`src/design/lbspcd_ram.sv`:
```
`timescale 1ns / 1ps
// Generic single-port-write, single-port-read RAM with a registered read.
module lbspcd_ram #(
  parameter int unsigned WIDTH = 8,
  parameter int unsigned DEPTH = 16,
  localparam int unsigned AW = (DEPTH > 1) ? $clog2(DEPTH) : 1
) (
  input  logic             clk,
  input  logic             wr_en,
  input  logic [AW-1:0]    wr_addr,
  input  logic [WIDTH-1:0] wr_data,
  input  logic             rd_en,
  input  logic [AW-1:0]    rd_addr,
  output logic [WIDTH-1:0] rd_data
);

  logic [WIDTH-1:0] mem [DEPTH];

  always_ff @(posedge clk) begin
    if (wr_en) begin
      mem[wr_addr] <= wr_data;
    end
    if (rd_en) begin
      rd_data <= mem[rd_addr];
    end
  end

endmodule

```
`config.mk`:
```
export PLATFORM = sky130hd
export DESIGN_NAME = lbspcd_ram
export DESIGN_NICKNAME = d
export VERILOG_FILES = /design/src/design/lbspcd_ram.sv
export SDC_FILE = /design/constraint.sdc
export NUM_CORES = 1
export LEC_CHECK = 0
export ABC_AREA = 1
export BUFFER_PORTS_ARGS = -buffer_cell sky130_fd_sc_hd__buf_4
export CAP_MARGIN = 40
export CORE_MARGIN = 1.5
export CORE_UTILIZATION = 58
export DETAILED_ROUTE_END_ITERATION = 7
export HOLD_SLACK_MARGIN = 0.1
export PLACE_DENSITY_LB_ADDON = 0.15
export SYNTH_ARGS = -nofsm -noshare
export SYNTH_HDL_FRONTEND = slang
export SYNTH_SLANG_ARGS = --single-unit
export TNS_END_PERCENT = 10
```
`constraint.sdc`:
```
create_clock -name clk -period 1.9 [get_ports clk]
set_input_delay 0.57 -clock clk [delete_from_list [all_inputs] [get_ports clk]]
set_output_delay 0.57 -clock clk [all_outputs]
set_load 0.1 [all_outputs]
```
==> results.cfg, run 1 <==
[worst_setup_path]
setup.worst_path.end = rd_data[2]
slowest_stage = edfxtp_1
cp_max_fo = 1
critPathBufInv = 1
crit_cells = 1
reg2reg_setup_slack_ns = 0.75
path_class = register to output pin
startpoint = rd_data[2]
end_kind = output pin
start_kind = register
crit_family = flip-flops
r2r_end = rd_data[0]
cp.required_ns = 1.33
r2r-start = mem[1][0]
worstRegToRegCells = 6
crit_arrival_ns = 1.19
path_cells = buf_4
slowest_delay_ns = 0.37

[min_path]
hold_depth = 1
worstHoldPathType = input port to register

[synthesis]
avgSynthCellArea_um2 = 10.6
synth_compound_area_share_pct = 0
synth-xor-area-share_pct = 0
synthMuxAreaShare_pct = 0
synth_top_family_by_area = simple AND/OR/NAND/NOR gates
syn_area_um2 = 5850
yosysWarnings = 0
syn-num-nets = 570
synthAdderAreaFrac_pct = 0
ys_seq_elements = 136
synth_sequential_area_ratio_pct = 69.8
netlist-cell-type-count = 11
synth_cells = 551
yosys.area_share.simple_pct = 20.8

[pwr]
seqPwrFrac_pct = 51.6
clockPowerShare_pct = 40.2
powerDensity_nw_per_um2 = 978
power.leakage_uw = 0.00293
p_sw_share_pct = 22.7
netSwitchingPower_uw = 1500
p_int_uw = 5100
comb_power_share_pct = 8.3
irDropWorstVdd_mv = 0.714

[routing]
wl_um = 12900
vias = 3918
wire_per_inst_um = 17.4
postRouteAntennaNets = 0
firstDrtPassIters = 5
viasPerCell = 5.29
drc = 0
drt_iter0_markers = 287

[sta]
tightest_slew_ns = 0.386
final-setup-viol-count = 0
tns_ns = 0
finalCritPeriodShare_pct = 92.8
finalHoldViolations = 0
relSlewSlack_pct = 74.3
fmax_mhz = 567
skew_ns = 0.00502
slew_viol_final = 0
rsz0062_at_grt = false
fin_crit_ns = 1.76

[clock_network]
ctsRootBufferMaster = clkbuf_8
postCtsSetupBuffers = 0
cts_tree = yes
numCtsBuffers = 17
h-tree-depth = 4
cts_buffer_depth = 2
clock-sinks = 136
worstSkewPairLatency_ns = 0.52
path_clk_slew_ns = 0.06
postCtsHoldBufs = 0
post_cts_resized = 0

[finish]
nets = 615
fillers = 746
regArea_um2 = 4080
multiInputGateArea_um2 = 1210
final_common_cell = nand2_1
drive_gt1_share_pct = 11.8
fin_cells = 741
final_cell_mix = nand2_1 (173), edfxtp_1 (136), inv_1 (100), nand3_1 (97), buf_4 (46)
area_delta_synth_final_pct = 15.3
num_antenna_cells = 0

[place]
dpl.hpwl_um = 8030
globalplace.congestion = 0.809
dp_cells = 710
io_buffer_count = 26

[floorplan]
dieArea_um2 = 10700
core-area_um2 = 9770
fp.dieW_um = 103
initial_core_util_pct = 59.8
ios = 27
dieHeight_um = 103
rows = 36

[global_route]
track_usage_pct = 26.6
grt_max_degree = 65
antenna_found_initial = 0
gr-total-overflow = 0
grt_pass1_vias = 3717
grt_pass1_wl_um = 19800

[flow_run]
drv_cap = 0

[run_status]
status = complete, no violations
-- per-layer routing --
metal | wire length, um | vias up | GRT usage [%]
met2 | 6180 | 189 | 42.1
met5 | 0 | - | 0
li1 | - | 1869 | -
met4 | 199 | 0 | 9.67
met1 | 5410 | 1839 | 36.3
met3 | 1090 | 21 | 6.38
-- power groups by stage --
stage	combinational (uW)	sequential, uW	clock (uW)
2_1_floorplan	237	3560	0
3_3_place_gp	536	3460	0
3_5_place_dp	543	3460	0
4_1_cts	545	3400	2680
5_1_grt	589	3400	2790
6_report	544	3400	2650
-- flip-flops by register name, indices dropped and copies added, names as in the netlist --
name,count
rd_data,8
mem,128
-- cell families (layout without fill, tap and decap cells) --
logic type | after synthesis | in the layout
and+or+nand+nor | 289 | 289
DFF | 136 | 136
buffers and inverters | 126 | 183
-- worst min-delay path by stage --
stage,startpoint,endpoint
CTS,rd_en,rd_data[5]
global placement,mem[13][2],rd_data[2]
floorplan,wr_data[0],mem[0][0]
finish,rd_en,rd_data[5]
global route,rd_en,rd_data[5]
detailed placement,mem[12][2],rd_data[2]
-- stage by stage --
stage	instance area, um2	hold slack, ns	total power, uW	utilization (%)	worst slack, ns
after floorplan	5850	0.669	3800	-	0.379
after global placement	6270	0.718	3990	64.2	0.170
after detailed placement	6270	0.726	4000	64.2	0.165
after CTS	6740	0.334	6630	69.0	0.118
after global routing	6740	0.336	6790	69.0	0.115
final	6740	0.355	6590	69.0	0.137
-- layout make-up --
type / count / share of cell area [%]
Sequential cell: 136 / 60.6
Multi-Input combinational cell: 289 / 18.0
Clock buffer: 24 / 6.53
Timing Repair Buffer: 50 / 6.31
Inverter: 102 / 5.68
Tap cell: 133 / 2.47
Clock inverter: 7 / 0.445
-- cells in the mapped netlist --
master / number / area (um2)
nand3b_1: 2 / 15.0
nand2_1: 173 / 649
inv_1: 100 / 375
nand3_1: 97 / 485
edfxtp_1: 136 / 4080
buf_2: 13 / 65.1
buf_4: 4 / 30.0
inv_2: 2 / 7.51
nor2_1: 17 / 63.8
buf_1: 1 / 3.75
buf_6: 6 / 67.6
Note: power is estimated with default switching activity, not from simulation.
==> run 2, diff against run 1 <==
clock period = 2.27 ns   (was 1.9 ns; I/O delays follow)
==> results.cfg, run 2 (synthesis gave the netlist of run 1 again) <==
[routing]
viasPerCell = 5.30
firstDrtPassIters = 7
wire_per_inst_um = 17.7
postRouteAntennaNets = 0
drt_iter0_markers = 416
wl_um = 13000
drc = 0
vias = 3906

[worst_setup_path]
critPathBufInv = 1
crit_arrival_ns = 1.19
cp_max_fo = 1
slowest_delay_ns = 0.36
cp.required_ns = 1.59
end_kind = output pin
slowest_stage = edfxtp_1
start_kind = register
path_cells = buf_4
path_class = register to output pin
crit_family = flip-flops

[clock_network]
postCtsHoldBufs = 0
cts_tree = yes
numCtsBuffers = 17
path_clk_slew_ns = 0.06
cts_buffer_depth = 2
worstSkewPairLatency_ns = 0.52
post_cts_resized = 0
h-tree-depth = 4
postCtsSetupBuffers = 0
ctsRootBufferMaster = clkbuf_8
clock-sinks = 136

[global_route]
gr-total-overflow = 0
track_usage_pct = 26.9
grt_pass1_vias = 3655
grt_max_degree = 65
grt_pass1_wl_um = 19800
antenna_found_initial = 0

[finish]
num_antenna_cells = 0
largest_register = mem
nets = 612
area_delta_synth_final_pct = 15.3
utilization_pct = 69.0
drive_gt1_share_pct = 12.4
fillers = 719
largest_register_ffs = 128
fin_cells = 737
largestRegisters = mem (128), rd_data (8)
final_common_cell = nand2_1
final_cell_mix = nand2_1 (173), edfxtp_1 (136), inv_1 (100), nand3_1 (97), buf_4 (44)

[floorplan]
core-area_um2 = 9770
dieArea_um2 = 10700
ios = 27
fp.dieW_um = 103
dieHeight_um = 103
initial_core_util_pct = 59.8
rows = 36

[place]
dpl_worst_slack_ns = 0.306
dpl.hpwl_um = 7940
io_buffer_count = 26
dp_cells = 707
globalplace.congestion = 0.832

[sta]
tns_ns = 0
final-setup-viol-count = 0
skew_ns = 0.00495
tightest_slew_ns = 0.608
fmax_mhz = 535
rsz0062_at_grt = false
fin_crit_ns = 1.87
fin_ws_ns = 0.400
slew_viol_final = 0
finalHoldViolations = 0
relSlewSlack_pct = 59.4
finalCritPeriodShare_pct = 82.4

[pwr]
powerDensity_nw_per_um2 = 839
irDropWorstVdd_mv = 0.491
power.leakage_uw = 0.00292

[run_status]
status = complete, no violations

[flow_run]
drv_cap = 0

[min_path]
worstHoldPathType = input port to register
## run 2: cell types whose count changed in the layout (fill, tap and decap cells not counted), sizes merged
cell,change
clkinvlp,+3
clkbuf,-5
buf,-3
bufinv,+1
## run 2: power breakdown
group | internal [uW] | total [uW] | switching [uW]
Combinational | 119 | 449 | 330
Clock | 1420 | 2360 | 945
Sequential | 2830 | 2850 | 15.7
Total | 4370 | 5660 | 1290
## run 2: final cells by class
class	count	area [um2]	share of cell area (%)
Tap cell	133	166	2.47
Clock inverter	11	85.1	1.26
Clock buffer	19	422	6.25
Inverter	102	383	5.68
Multi-Input combinational cell	289	1210	18.0
Sequential cell	136	4080	60.6
Timing Repair Buffer	47	390	5.79
## run 2: through the flow
step	total power [uW]	area [um2]	hold slack (ns)
after floorplan	3180	5850	0.683
after global placement	3340	6240	0.722
after detailed placement	3350	6240	0.727
after CTS	5680	6740	0.440
after global routing	5830	6740	0.438
final	5660	6740	0.465
## run 2: worst paths after layout
check | from | to | slack [ns] | depth (start not counted)
setup / recovery | rd_data[2] | rd_data[2] | 0.40 | 1
hold / removal | rd_en | rd_data[5] | 0.46 | 1
setup reg to reg | mem[2][5] | rd_data[5] | 1.13 | 6
hold reg to reg | mem[12][2] | rd_data[2] | 0.74 | 6
## run 2: per-layer routing
metal,GRT usage (%),vias up,share of wire (%)
li1,-,1864,-
met1,37.0,1829,42
met2,41.8,195,48
met3,7.46,18,8.3
met4,9.67,0,1.6
met5,0,-,0
==> run 3, diff against run 2 <==
ABC_AREA = 0   (was 1)
clock period = 1.8 ns   (was 2.27 ns; I/O delays follow)
==> results.cfg, run 3 <==
[routing]
drt_iter0_markers = 235
vias = 2547
viasPerCell = 6.21
drc = 0
wire_per_inst_um = 25.3
wl_um = 10400
postRouteAntennaNets = 0
firstDrtPassIters = 4

[min_path]
hold_end = mem[14][0]
worstHoldPathType = input port to register
hold_depth = 1
min_from = wr_data[0]

[sta]
fin_crit_ns = 1.72
fmax_mhz = 580
final-setup-viol-count = 0
fin_ws_ns = 0.0759
finalHoldViolations = 0
rsz0062_at_grt = false
skew_ns = 0.00530
finalCritPeriodShare_pct = 95.8
tightest_slew_ns = 0.774
slew_viol_final = 0
relSlewSlack_pct = 48.3

[worst_setup_path]
r2r-start = mem[11][7]
r2r_end = rd_data[7]
cp.required_ns = 1.26
critPathBufInv = 1
crit_family = flip-flops
slowest_stage = edfxtp_1
cp_max_fo = 1
path_class = register to output pin
path_cells = buf_4
slowest_delay_ns = 0.37
end_kind = output pin
reg2reg_setup_slack_ns = 0.29
startpoint = rd_data[0]
start_kind = register
worstRegToRegCells = 3
crit_arrival_ns = 1.18

[floorplan]
dieArea_um2 = 9590
ios = 27
initial_core_util_pct = 59.9
rows = 34
fp.dieW_um = 97.9
core-area_um2 = 8720
dieHeight_um = 97.9

[finish]
fillers = 496
final_common_cell = edfxtp_1
drive_gt1_share_pct = 33.8
utilization_pct = 72.0
largestRegisters = mem (128), rd_data (8)
largest_register = mem
final_cell_mix = edfxtp_1 (136), buf_4 (47), mux4_2 (18), a22oi_1 (16), clkbuf_16 (16)
num_antenna_cells = 0
regArea_um2 = 4080
area_delta_synth_final_pct = 20.1
multiInputGateArea_um2 = 1060
nets = 308
largest_register_ffs = 128

[run_status]
status = complete, no violations

[synthesis]
synth_top_area_share_pct = 78.1
synth_edf_count = 136
yosys-top-cells-count = edfxtp_1 (136), mux4_2 (18), a22oi_1 (16), mux4_1 (14), nor2_1 (13)
synth_sequential_area_ratio_pct = 78.1
ys_seq_elements = 136
synth_cells = 229
yosysWarnings = 0
synth.area.top_cells = edfxtp_1 (78%), mux4_2 (7.8%), mux4_1 (7.0%)
synth_top_area_cell = edfxtp_1
ys.flop_type = edfxtp_1
post-synth-top-count-cell = edfxtp_1
avgSynthCellArea_um2 = 22.8
syn_area_um2 = 5230
netlist-cell-type-count = 18
async_reset_ff_share_pct = 0
syn-num-nets = 248

[clock_network]
h-tree-depth = 4
postCtsSetupBuffers = 0
clock-sinks = 136
path_clk_slew_ns = 0.06
post_cts_resized = 0
cts_tree = yes
worstSkewPairLatency_ns = 0.52
cts_buffer_depth = 2
numCtsBuffers = 17
ctsRootBufferMaster = clkbuf_8
postCtsHoldBufs = 0

[place]
dpl.hpwl_um = 6510
dpl_worst_slack_ns = -0.331
globalplace.congestion = 0.734
io_buffer_count = 26

[pwr]
netSwitchingPower_uw = 1600
clockPowerShare_pct = 44.5
power.leakage_uw = 0.00216
p_int_uw = 5710
p_sw_share_pct = 21.9
irDropWorstVdd_mv = 0.798
comb_power_share_pct = 6.4
powerDensity_nw_per_um2 = 1160
seqPwrFrac_pct = 49.1

[global_route]
grt_max_degree = 19
grt_pass1_wl_um = 16000
track_usage_pct = 24.0
gr-total-overflow = 0
antenna_found_initial = 0
grt_pass1_vias = 2647

[flow_run]
drv_cap = 0
run 3: worst max-delay path by stage:
stage / endpoint / slack, ns / cells after the start
detailed placement: rd_data[7] / -0.33 / 5
floorplan: rd_data[1] / -0.02 / 5
CTS: rd_data[6] / 0.05 / 1
finish: rd_data[0] / 0.08 / 1
global route: rd_data[0] / 0.04 / 1
global placement: rd_data[7] / -0.31 / 5
run 3: layout make-up:
type	count	share of cell area (%)
Timing Repair Buffer	51	6.89
Tap cell	108	2.15
Clock inverter	15	2.41
Clock buffer	17	6.59
Sequential cell	136	65.0
Multi-Input combinational cell	83	16.9
run 3: logic make-up (layout without fill, tap and decap cells):
group                  Yosys count  count (layout)  share of synthesized area [%]
buffers and inverters           10              83                           1.65
AOI/OAI and AO/OA               16              16                           2.30
muxes                           32              32                           14.8
DFF                            136             136                           78.1
and+or+nand+nor                 35              35                           3.14
run 3: per-layer routing:
layer  vias to the layer above  wire length (um)  track usage, %
li1                       1101                 -               -
met2                       118              5160            36.2
met1                      1316              4310            35.3
met4                         0               132            7.58
met5                         -                 0               0
met3                        12               784            5.94
run 3: per-stage QoR:
step | cells | total power, uW | instance area, um2 | hold WS (ns) | setup TNS [ns]
finish | 410 | 7310 | 6280 | 0.322 | 0
global route | 410 | 7530 | 6280 | 0.321 | 0
CTS | 410 | 7350 | 6280 | 0.310 | 0
detailed placement | 378 | 4130 | 5710 | 0.733 | -2.34
global placement | 378 | 4120 | 5710 | 0.725 | -2.04
floorplan | 229 | 3940 | 5230 | 0.639 | -0.258
run 3: power groups by stage:
stage	Clock (uW)	Combinational [uW]	Sequential [uW]
2_1_floorplan	0	180	3760
3_3_place_gp	0	466	3650
3_5_place_dp	0	473	3660
4_1_cts	3290	476	3590
5_1_grt	3430	501	3590
6_report	3250	471	3590
