`config.mk`:
```
export PLATFORM = sky130hd
export DESIGN_NAME = lbspcd_update
export DESIGN_NICKNAME = d
export VERILOG_FILES = /design/src/design/lbspcd_pkg.sv /design/src/design/lbspcd_update.sv
export SDC_FILE = /design/constraint.sdc
export NUM_CORES = 1
export LEC_CHECK = 0
export BUFFER_PORTS_ARGS = -buffer_cell sky130_fd_sc_hd__buf_2
export CAP_MARGIN = 40
export CORE_AREA = 5 5 203 205
export DETAILED_ROUTE_END_ITERATION = 16
export DIE_AREA = 0 0 208 210
export PLACE_DENSITY_LB_ADDON = 0.3
export SETUP_SLACK_MARGIN = 0.1
export SLEW_MARGIN = 0
export SYNTH_ARGS = -nofsm -noshare
export SYNTH_HDL_FRONTEND = slang
export SYNTH_SLANG_ARGS = --single-unit
```
`constraint.sdc`:
```
create_clock -name vclk -period 13.2
set_input_delay 0.66 -clock vclk [all_inputs]
set_output_delay 0.66 -clock vclk [all_outputs]
set_load 0.01 [all_outputs]
```
`src/design/lbspcd_pkg.sv`:
```
`timescale 1ns / 1ps
// Shared types, constants and helper functions of the descriptor change detector.
package lbspcd_pkg;

  localparam int unsigned DESC_BITS = 16;
  localparam int unsigned CHANNELS = 3;
  localparam int unsigned DESC_W = DESC_BITS * CHANNELS;
  localparam int unsigned IMG_W = 8 * CHANNELS;
  localparam int unsigned INDEX_W = 17;
  localparam int unsigned COUNT_W = 18;
  localparam int unsigned DIST_W = 8;
  localparam int unsigned POP_W = 5;

  localparam logic [1:0] CMD_LOAD = 2'd0;
  localparam logic [1:0] CMD_DETECT = 2'd1;
  localparam logic [1:0] CMD_TRAIN = 2'd2;

  localparam logic [1:0] REG_TOTAL_THRESHOLD = 2'd0;
  localparam logic [1:0] REG_STREAK_LENGTH = 2'd1;
  localparam logic [1:0] REG_CHANNEL_COUNT = 2'd2;
  localparam logic [1:0] REG_FRAME_PIXELS = 2'd3;

  localparam logic [7:0] STREAK_MAX = 8'hFF;

  typedef struct packed {
    logic [1:0]         cmd;
    logic [INDEX_W-1:0] pixel_index;
    logic [DESC_W-1:0]  desc_now;
    logic [DESC_W-1:0]  desc_second;
    logic [DESC_W-1:0]  desc_third;
    logic [IMG_W-1:0]   image_pixel;
  } in_word_t;

  typedef struct packed {
    logic               foreground;
    logic [COUNT_W-1:0] trained_count;
    logic               model_incomplete;
  } out_word_t;

  typedef struct packed {
    logic [DESC_W-1:0] bg_desc;
    logic [DESC_W-1:0] bg_desc_alt;
    logic [IMG_W-1:0]  bg_image;
    logic [IMG_W-1:0]  bg_image_alt;
    logic [7:0]        bg_streak;
    logic [7:0]        fg_streak;
    logic              stable_flag;
  } pixel_rec_t;

  localparam int unsigned REC_W = $bits(pixel_rec_t);

  typedef struct packed {
    logic [5:0] total_threshold;
    logic [7:0] streak_length;
    logic [1:0] channel_count;
  } det_cfg_t;

  typedef struct packed {
    logic write;
    logic foreground;
    logic count_up;
    logic count_clear;
  } upd_ctrl_t;

  function automatic logic [POP_W-1:0] popcount16(input logic [DESC_BITS-1:0] x);
    logic [2:0] nib [4];
    for (int n = 0; n < 4; n++) begin
      nib[n] = 3'(x[4*n]) + 3'(x[4*n+1]) + 3'(x[4*n+2]) + 3'(x[4*n+3]);
    end
    return (POP_W'(nib[0]) + POP_W'(nib[1])) + (POP_W'(nib[2]) + POP_W'(nib[3]));
  endfunction

  function automatic logic [7:0] sat_inc(input logic [7:0] v);
    return (v == STREAK_MAX) ? STREAK_MAX : v + 8'd1;
  endfunction

endpackage

```
`src/design/lbspcd_update.sv`:
```
`timescale 1ns / 1ps
// Per-pixel load, detection and training update: distances, streaks and background adoption.
module lbspcd_update
  import lbspcd_pkg::*;
(
  input  pixel_rec_t rec,
  input  in_word_t   word,
  input  det_cfg_t   cfg,
  input  logic       pix_zero,
  output pixel_rec_t rec_next,
  output upd_ctrl_t  ctrl
);

  logic [1:0]        nch;
  logic              multi;
  logic [11:0]       third_prod;
  logic [POP_W-1:0]  single_thr;
  logic [DESC_W-1:0] dmask;
  logic [IMG_W-1:0]  imask;
  logic [POP_W-1:0]  pc_now [CHANNELS];
  logic [POP_W-1:0]  pc_sec [CHANNELS];
  logic [DIST_W-1:0] d_now;
  logic [DIST_W-1:0] d_sec;
  logic [DIST_W-1:0] thr;
  logic              fg;
  logic [7:0]        fg_inc;
  logic [7:0]        bg_inc;
  pixel_rec_t        r;
  logic              up;

  assign nch = (cfg.channel_count == 2'd0) ? 2'd1 : cfg.channel_count;
  assign multi = (nch > 2'd1);
  assign third_prod = 12'(cfg.total_threshold) * 12'd43;
  assign single_thr = POP_W'(third_prod[11:7]) + POP_W'(1);
  assign thr = DIST_W'(cfg.total_threshold);

  always_comb begin
    for (int c = 0; c < CHANNELS; c++) begin
      dmask[DESC_BITS*c +: DESC_BITS] = {DESC_BITS{(2'(c) < nch)}};
      imask[8*c +: 8] = {8{(2'(c) < nch)}};
      pc_now[c] = popcount16(word.desc_now[DESC_BITS*c +: DESC_BITS]
                             ^ rec.bg_desc[DESC_BITS*c +: DESC_BITS]);
      pc_sec[c] = popcount16(word.desc_second[DESC_BITS*c +: DESC_BITS]
                             ^ rec.bg_desc_alt[DESC_BITS*c +: DESC_BITS]);
    end
  end

  always_comb begin
    d_now = '0;
    d_sec = '0;
    if (multi) begin
      for (int c = 0; c < CHANNELS; c++) begin
        if (2'(c) < nch) begin
          d_now = d_now + ((pc_now[c] >= single_thr) ? thr : DIST_W'(pc_now[c]));
          d_sec = d_sec + ((pc_sec[c] >= single_thr) ? thr : DIST_W'(pc_sec[c]));
        end
      end
    end else begin
      d_now = DIST_W'(pc_now[0]);
      d_sec = DIST_W'(pc_sec[0]);
    end
  end

  assign fg = (d_now >= thr);
  assign fg_inc = sat_inc(rec.fg_streak);
  assign bg_inc = sat_inc(rec.bg_streak);

  always_comb begin
    r = rec;
    up = 1'b0;
    if (fg) begin
      r.fg_streak = fg_inc;
      if (!rec.stable_flag && (fg_inc >= cfg.streak_length)) begin
        r.bg_desc = (rec.bg_desc & ~dmask) | (word.desc_third & dmask);
        r.bg_image = (rec.bg_image & ~imask) | (word.image_pixel & imask);
        r.stable_flag = 1'b1;
        up = 1'b1;
      end
    end else begin
      r.fg_streak = '0;
    end
    if (!r.stable_flag) begin
      if (!fg) begin
        r.bg_streak = bg_inc;
        if (bg_inc >= cfg.streak_length) begin
          r.stable_flag = 1'b1;
          up = 1'b1;
        end
      end else if (d_sec < thr) begin
        r.bg_streak = bg_inc;
        if (bg_inc >= cfg.streak_length) begin
          r.bg_desc = (rec.bg_desc & ~dmask) | (rec.bg_desc_alt & dmask);
          r.bg_image = (rec.bg_image & ~imask) | (rec.bg_image_alt & imask);
          r.stable_flag = 1'b1;
          up = 1'b1;
        end
      end else begin
        r.bg_streak = '0;
        r.bg_desc_alt = (rec.bg_desc_alt & ~dmask) | (word.desc_third & dmask);
        r.bg_image_alt = (rec.bg_image_alt & ~imask) | (word.image_pixel & imask);
      end
    end
  end

  always_comb begin
    rec_next = rec;
    ctrl = '0;
    case (word.cmd)
      CMD_LOAD: begin
        rec_next.bg_desc = word.desc_now;
        rec_next.bg_desc_alt = word.desc_now;
        rec_next.bg_image = word.image_pixel;
        rec_next.bg_image_alt = word.image_pixel;
        rec_next.bg_streak = '0;
        rec_next.fg_streak = '0;
        rec_next.stable_flag = 1'b0;
        ctrl.write = 1'b1;
        ctrl.count_clear = pix_zero;
      end
      CMD_TRAIN: begin
        rec_next = r;
        ctrl.write = 1'b1;
        ctrl.foreground = fg;
        ctrl.count_up = up;
      end
      default: begin
        ctrl.foreground = fg;
      end
    endcase
  end

endmodule

```
==> results of run 1 <==
## cell families (layout without fill, tap and decap cells)
kind of cell    count (synthesis)  after routing  share of synthesized area
mux                            73             73                     0.0797
buf+inv                       177            653                     0.0670
compound gates                429            429                      0.311
fa+ha+maj                     209            209                      0.304
other cells                     0              8                          0
xor+xnor                      134            134                      0.115
simple gates                  241            241                      0.123
## cells in the mapped netlist, types with 6 or more instances
library cell  number  share of area
inv_1            109          0.040
a21o_1            30          0.022
o31ai_1            6         0.0044
buf_2             11         0.0054
a22oi_1           29          0.021
and2_1            29          0.018
a22o_1            40          0.034
o211ai_1          31          0.023
mux2i_1           23          0.022
nand4_1            6         0.0037
o32ai_1           15          0.013
a21oi_1           73          0.036
and4_1            13          0.011
xor2_1            60          0.051
fa_1              68           0.13
o22ai_1           47          0.029
clkbuf_1          54          0.020
mux2_4             6         0.0088
nand2b_1          16         0.0098
xnor2_1           73          0.062
o21a_1            15          0.011
nand2_1           53          0.019
a32o_1             8         0.0078
a221o_1           49          0.048
nor2_1            43          0.016
o21ai_0           30          0.015
ha_1             132           0.16
nor2b_1           11         0.0067
mux2_2            44          0.048
nand3_1           42          0.021
a211o_1           15          0.013
## cell type report
type	instances	area, um^2	share of cell area
Antenna cell	8	20.0	0.00148
Timing Repair Buffer	543	2810	0.207
Tap cell	525	657	0.0485
Inverter	110	413	0.0305
Multi-Input combinational cell	1086	9640	0.712
## worst paths after layout
check                     from             to  slack [ns]  depth (start not counted)
worst max-delay path   cfg[14]  rec_next[128]        1.20                         44
worst min-delay path  pix_zero        ctrl[0]        1.61                          3
## routing by layer
| metal | vias to the layer above | global-route usage | wire [um] |
|---|---|---|---|
| li1 | 5729 | - | - |
| met1 | 6205 | 0.309 | 23400 |
| met2 | 602 | 0.413 | 27100 |
| met3 | 81 | 0.0226 | 3080 |
| met4 | 2 | 0.0426 | 1270 |
| met5 | - | 0 | 13 |
## per-stage QoR
stage          worst slack (ns)  hold slack, ns
6_report                   1.20            1.61
2_1_floorplan              2.99            1.45
4_1_cts                    1.28            1.62
3_3_place_gp               1.37            1.62
5_1_grt                   0.680            1.65
3_5_place_dp               1.33            1.62
## critical path: cells and delay by family
family,cells,cell delay [ns]
mux,2,0.48
buf+inv,8,1.46
xor+xnor,4,0.61
simple gates,9,1.73
fa+ha+maj,10,3.14
compound gates,11,3.23
==> metrics.md, run 1 <==
| Metric | Value |
|---|---|
| Outcome | `finished, final reports clean` |
| Ports | `530` |
| Max Cap Violations | `0` |
| Final Cell Area | `13500 um^2` |
| Sequential share of the synthesized area | `0` |
| Slowest cell delay on critical path | `0.51 ns` |
| P&R area growth vs syn | `32.3%` |
| # hold bufs at CTS | `0` |
| Global route overflow | `0` |
| Crit path time final | `12.00 ns` |
| Ys Warns | `0` |
| Post-route antenna net violation count | `0` |
| Inst Count DP | `2264` |
| Critical path's slowest cell | `nand2_1` |
| Final setup TNS | `0 ns` |
| Vias | `12.6k` |
| Most frequent cells in the layout | `buf_2, ha_1, inv_1` |
| Gr usage total | `0.232` |
| Global-route wire length before repair | `79800 um` |
| Worst-path fanout max | `19` |
| DRC viols | `0` |
| Slew margin rel. | `0.374` |
| Slew Limit Fails | `0` |
| Die extent in x | `208 um` |
| Layout Utilization | `0.345` |
| Fmax | `0.0833 GHz` |
| # rows | `73` |
| Worst path required time | `12.54 ns` |
| Total Wirelength | `54800 um` |
| Setup-failing EPs final | `0` |
| Worst min-delay path category | `in -> out` |
| Initial antenna violation count | `13` |
| Post-Syn Area | `10200 um^2` |
| Die Ht | `210 um` |
| Seq. cell area | `0 um^2` |
| Setup repair bufs after CTS | `0` |
| Core area | `39300 um^2` |
| Placed cell area | `13500 um^2` |
| Final hold vios | `0` |
| Crit path arrival time | `11.34 ns` |
| Number of flip-flops and latches | `0` |
| CP most frequent cell | `ha_1` |
| DIE AREA | `43700 um^2` |
| Commonest non-fill, non-tap cell in the layout | `buf_2` |
| Initial Util | `0.261` |
| Final period utilization | `0.909` |
| Syn Inst Count | `1263` |
| WL/cell | `24.1 um` |
| Nets | `2306` |
| Worst-margin pin slew | `0.936 ns` |
| RD Place Congestion | `0.937` |
| Gates resized, CTS repair | `0` |
| Vias per inst | `5.55` |
| Post-synthesis net count | `1828` |
| Non-filler cells, final | `2272` |
| Post-synth cell types | `69` |
| Startpoint Class | `primary input` |
| Vias in the first global route | `12.5k` |
| RSZ-0062 raised after global routing | `no` |
| Fill count | `4226` |
| Syn Area/Cell | `8.10 um^2` |
| Pin count of the biggest net entering global routing | `49` |
| Iter 0 DRT Violations | `1150` |
| Clk_buf instances | `0` |
| Share of post-route cells with drive strength above 1 | `0.360` |
| Port bufs | `513` |
| DP HPWL | `46200 um` |
| Drt pass-1 iters | `8` |
| Crit path capture type | `output pin` |
| CP Class | `in -> out` |
Power of run 1 is not shown: default switching activity piles up to over one toggle a cycle in this logic, so the estimate is an artifact.
==> inputs of run 2 (changes only) <==
- CORE_AREA: 5 5 203 205 -> 5 5 206 208
- DIE_AREA: 0 0 208 210 -> 0 0 211 213
- clock period: 13.2 -> 10.7 ns (I/O delays scaled with it)
==> run 2 against run 1 <==
- worst hold slack got worse by 0.24 ns
- non-clock buffer count increased by 41
- routed wire length decreased by 1.5%
- via count about the same
- critical endpoint is now rec_next[34]
==> metrics.md, run 2 (synthesized netlist as in run 1, its figures left out) <==
| Metric | Value |
|---|---|
| RSZ-0062 raised after global routing | `no` |
| DRC viols | `0` |
| Hold Crit Start | `pix_zero` |
| Drt pass-1 iters | `5` |
| Multi-input gate area | `9860 um^2` |
| Final period utilization | `0.958` |
| # hold bufs at CTS | `0` |
| Gr usage total | `0.220` |
| Vias | `12.6k` |
| DP HPWL | `45500 um` |
| Final Worst Setup Slack | `0.454 ns` |
| Final setup TNS | `0 ns` |
| Nets | `2347` |
| Initial Util | `0.254` |
| Post-route antenna net violation count | `0` |
| Worst-margin pin slew | `0.862 ns` |
| Non-filler cells, final | `2324` |
| Seq. cell area | `0 um^2` |
| Outcome | `finished, final reports clean` |
| Crit path capture type | `output pin` |
| Worst Hold End | `ctrl[0]` |
| WL/cell | `23.2 um` |
| Global-route wire length before repair | `78100 um` |
| Layout Utilization | `0.353` |
| Hold path depth | `3` |
| Vias per inst | `5.43` |
| Inst Count DP | `2309` |
| Slew Limit Fails | `0` |
| Crit. Startpoint | `word[123]` |
| Number of flip-flops and latches | `0` |
| # rows | `74` |
| Global route overflow | `0` |
| Die extent in x | `211 um` |
| Clk_buf instances | `0` |
| Fmax | `0.0976 GHz` |
| Commonest non-fill, non-tap cell in the layout | `buf_2` |
| Port bufs | `513` |
| P&R area growth vs syn | `39.2%` |
| Slew margin rel. | `0.424` |
| Critical path's slowest cell | `fa_2` |
| Final hold vios | `0` |
| Dpl ws | `0.0685 ns` |
| Worst min-delay path category | `in -> out` |
| Pin count of the biggest net entering global routing | `49` |
| Most frequent cells in the layout | `buf_2, ha_1, inv_1` |
| Setup-failing EPs final | `0` |
| Core area | `40400 um^2` |
| Ports | `530` |
| Iter 0 DRT Violations | `1031` |
| RD Place Congestion | `0.935` |
| Initial antenna violation count | `15` |
| Slowest cell delay on critical path | `0.60 ns` |
| Crit path time final | `10.25 ns` |
| Share of post-route cells with drive strength above 1 | `0.397` |
| Die Ht | `213 um` |
| CP Class | `in -> out` |
| DIE AREA | `44900 um^2` |
| Crit path arrival time | `9.71 ns` |
| Worst path required time | `10.17 ns` |
| Worst-path fanout max | `13` |
| Max Cap Violations | `0` |
| Vias in the first global route | `13.0k` |
| Startpoint Class | `primary input` |
| Total Wirelength | `54000 um` |
| Fill count | `4313` |
[run 2: cell count changes in the layout (fill, tap and decap cells not counted), moves of 6 or more]
| cell | previous run | this run |
|---|---|---|
| xnor2_2 | 1 | 7 |
| buf_12 | 1 | 11 |
| xnor2_1 | 73 | 67 |
| buf_6 | 0 | 6 |
| buf_4 | 26 | 52 |
| fa_1 | 68 | 59 |
| fa_2 | 0 | 9 |
[run 2: layout make-up]
class              count  share of cell area
multi-input cells   1086               0.692
repair buffers       584               0.230
diodes                12             0.00211
inverters            110              0.0290
well taps            532              0.0467
[run 2: worst max-delay path: cells and delay by family]
| family | cells | cell delay [ns] |
|---|---|---|
| compound gates | 6 | 0.80 |
| xor+xnor | 4 | 0.57 |
| fa+ha+maj | 13 | 4.88 |
| buf+inv | 10 | 1.13 |
| mux | 3 | 0.81 |
| simple gates | 5 | 0.97 |
[run 2: repair_timing]
item                                    4_1_cts  5_1_grt
setup buffers                                 0        3
endpoints found under the setup margin       31      161
pin swaps                                     0        9
hold endpoints to repair                      0        0
resized for setup                             2       55
[run 2: per-stage QoR]
stage / instance area (um^2) / hold WS (ns)
after floorplan: 10200 / 1.20
after global placement: 13900 / 1.37
after detailed placement: 14000 / 1.38
after CTS: 14000 / 1.38
after global routing: 14200 / 1.40
final: 14200 / 1.38
[run 2: worst max-delay path by stage]
stage / to / slack [ns] / depth (start not counted)
after floorplan: rec_next[145] / 0.74 / 42
after global placement: rec_next[50] / 0.15 / 36
after detailed placement: rec_next[34] / 0.07 / 41
after CTS: rec_next[34] / 0.14 / 41
after global routing: rec_next[25] / 0.06 / 39
final: rec_next[34] / 0.45 / 41
[run 2: metal layers]
metal	wire, um	share of wire	up-vias	GRT usage
met2	26500	0.49	544	0.384
met1	21800	0.40	6157	0.281
met4	1960	0.036	4	0.0675
met3	3740	0.069	113	0.0348
li1	-	-	5808	-
met5	34	0.00063	-	0
Power of run 2 is left out for the same reason.
==> inputs of run 3 (changes only) <==
- REMOVE_ABC_BUFFERS: default -> 1
==> run 3 against run 2 <==
- die area is the same
- worst hold slack lost 0.013 ns
- final area is 1.2% higher
- sequential share of layout area unchanged
- via count down 1.7%
- critical path depth down 2
- highest routed layer unchanged
- worst setup slack improved by 0.0085 ns
- cell count increased by 0.30%
- routed wire length shrank 6.0%
- global-route usage down 1.5 points
- core utilization grew 0.41 points
- first-iteration DRC count is 17% lower
==> metrics.md, run 3 (synthesized netlist as in run 1, its figures left out) <==
| Metric | Value |
|---|---|
| Cell count along the critical path | `39` |
| Worst min-delay path category | `in -> out` |
| Clk_buf instances | `0` |
| Worst path required time | `10.17 ns` |
| Crit path arrival time | `9.70 ns` |
| Critical path's slowest cell | `fa_2` |
| P&R area growth vs syn | `40.8%` |
| Iter 0 DRT Violations | `855` |
| Non-filler cells, final | `2331` |
| RSZ-0062 raised after global routing | `no` |
| Seq. cell area | `0 um^2` |
| Max Cap Violations | `0` |
| Startpoint Class | `primary input` |
| Fmax | `0.0977 GHz` |
| RD Place Congestion | `1.01` |
| Die Ht | `213 um` |
| Hold Crit Start | `pix_zero` |
| WL/cell | `21.8 um` |
| Initial antenna violation count | `5` |
| Crit path time final | `10.24 ns` |
| Inst Count DP | `2316` |
| Gr usage total | `0.205` |
| Number of flip-flops and latches | `0` |
| Drt pass-1 iters | `5` |
| Worst-margin pin slew | `0.857 ns` |
| Vias per inst | `5.32` |
| Core area | `40400 um^2` |
| Worst-path fanout max | `4` |
| Slew margin rel. | `0.428` |
| Final period utilization | `0.957` |
| Pin count of the biggest net entering global routing | `49` |
| Post-route antenna net violation count | `0` |
| Slew Limit Fails | `0` |
| Critical path buffers and inverters | `9` |
| Hold path depth | `3` |
| Worst Hold End | `ctrl[0]` |
| Global route overflow | `0` |
| Global-route wire length before repair | `73500 um` |
| DIE AREA | `44900 um^2` |
| Initial Util | `0.254` |
| Nets | `2364` |
| Vias in the first global route | `12.7k` |
| Ports | `530` |
| Top delay family on crit path | `adder cells` |
| DRC viols | `0` |
| CP Class | `in -> out` |
| Slowest cell delay on critical path | `0.58 ns` |
| # rows | `74` |
| Fill count | `4379` |
| Die extent in x | `211 um` |
| CP most frequent cell | `fa_1` |
| Commonest non-fill, non-tap cell in the layout | `buf_2` |
| Total Wirelength | `50800 um` |
| Final hold vios | `0` |
| Setup-failing EPs final | `0` |
| Share of post-route cells with drive strength above 1 | `0.401` |
| Vias | `12.4k` |
| Crit path capture type | `output pin` |
| Port bufs | `513` |
| Most frequent cells in the layout | `buf_2, ha_1, inv_1` |
| DP HPWL | `42700 um` |
| Outcome | `finished, final reports clean` |
run 3: cell count changes in the layout (fill, tap and decap cells not counted), sizes merged:
cell	previous run	this run
buf	584	599
clkbuf	0	2
clkinv	1	2
diode	12	2
inv	109	108
run 3: layer usage:
layer,GRT usage,part of all wire,vias to the layer above
met3,0.0242,0.063,81
met1,0.255,0.40,5895
li1,-,-,5827
met5,0,0.00045,-
met2,0.373,0.50,600
met4,0.0606,0.030,4
run 3: worst max-delay path by stage:
stage	from	to	slack (ns)
6_report	word[151]	rec_next[36]	0.46
3_3_place_gp	rec[88]	rec_next[44]	-0.03
5_1_grt	cfg[14]	rec_next[36]	0.07
3_5_place_dp	rec[128]	rec_next[40]	-0.0001
2_1_floorplan	cfg[10]	rec_next[25]	-2.38
4_1_cts	rec[88]	rec_next[40]	0.15
run 3: area by class of cell:
| class | count | area (um^2) | area share |
|---|---|---|---|
| Multi-Input combinational cell | 1086 | 9870 | 0.685 |
| Timing Repair Buffer | 601 | 3460 | 0.240 |
| Antenna cell | 2 | 5.00 | 0.000347 |
| Tap cell | 532 | 666 | 0.0462 |
| Inverter | 110 | 413 | 0.0287 |
run 3: timing repair:
action	CTS	global route
endpoints found under the hold margin	0	0
endpoints found under the setup margin	45	154
resized for setup	3	49
buffers inserted	0	11
hold buffers	0	0
gates cloned	0	2
pin swaps	0	24
run 3: metrics by stage:
stage                        TNS, ns  cell area [um^2]  hold slack [ns]   util  worst slack [ns]
after global placement        -0.143             14000             1.37  0.346           -0.0331
after global routing               0             14400             1.38  0.357            0.0692
after detailed placement  -0.0000950             14000             1.37  0.347        -0.0000950
after CTS                          0             14000             1.37  0.348             0.147
final                              0             14400             1.36  0.357             0.463
after floorplan              -263.82              9960             1.15      -             -2.38
Power of run 3 is left out for the same reason.
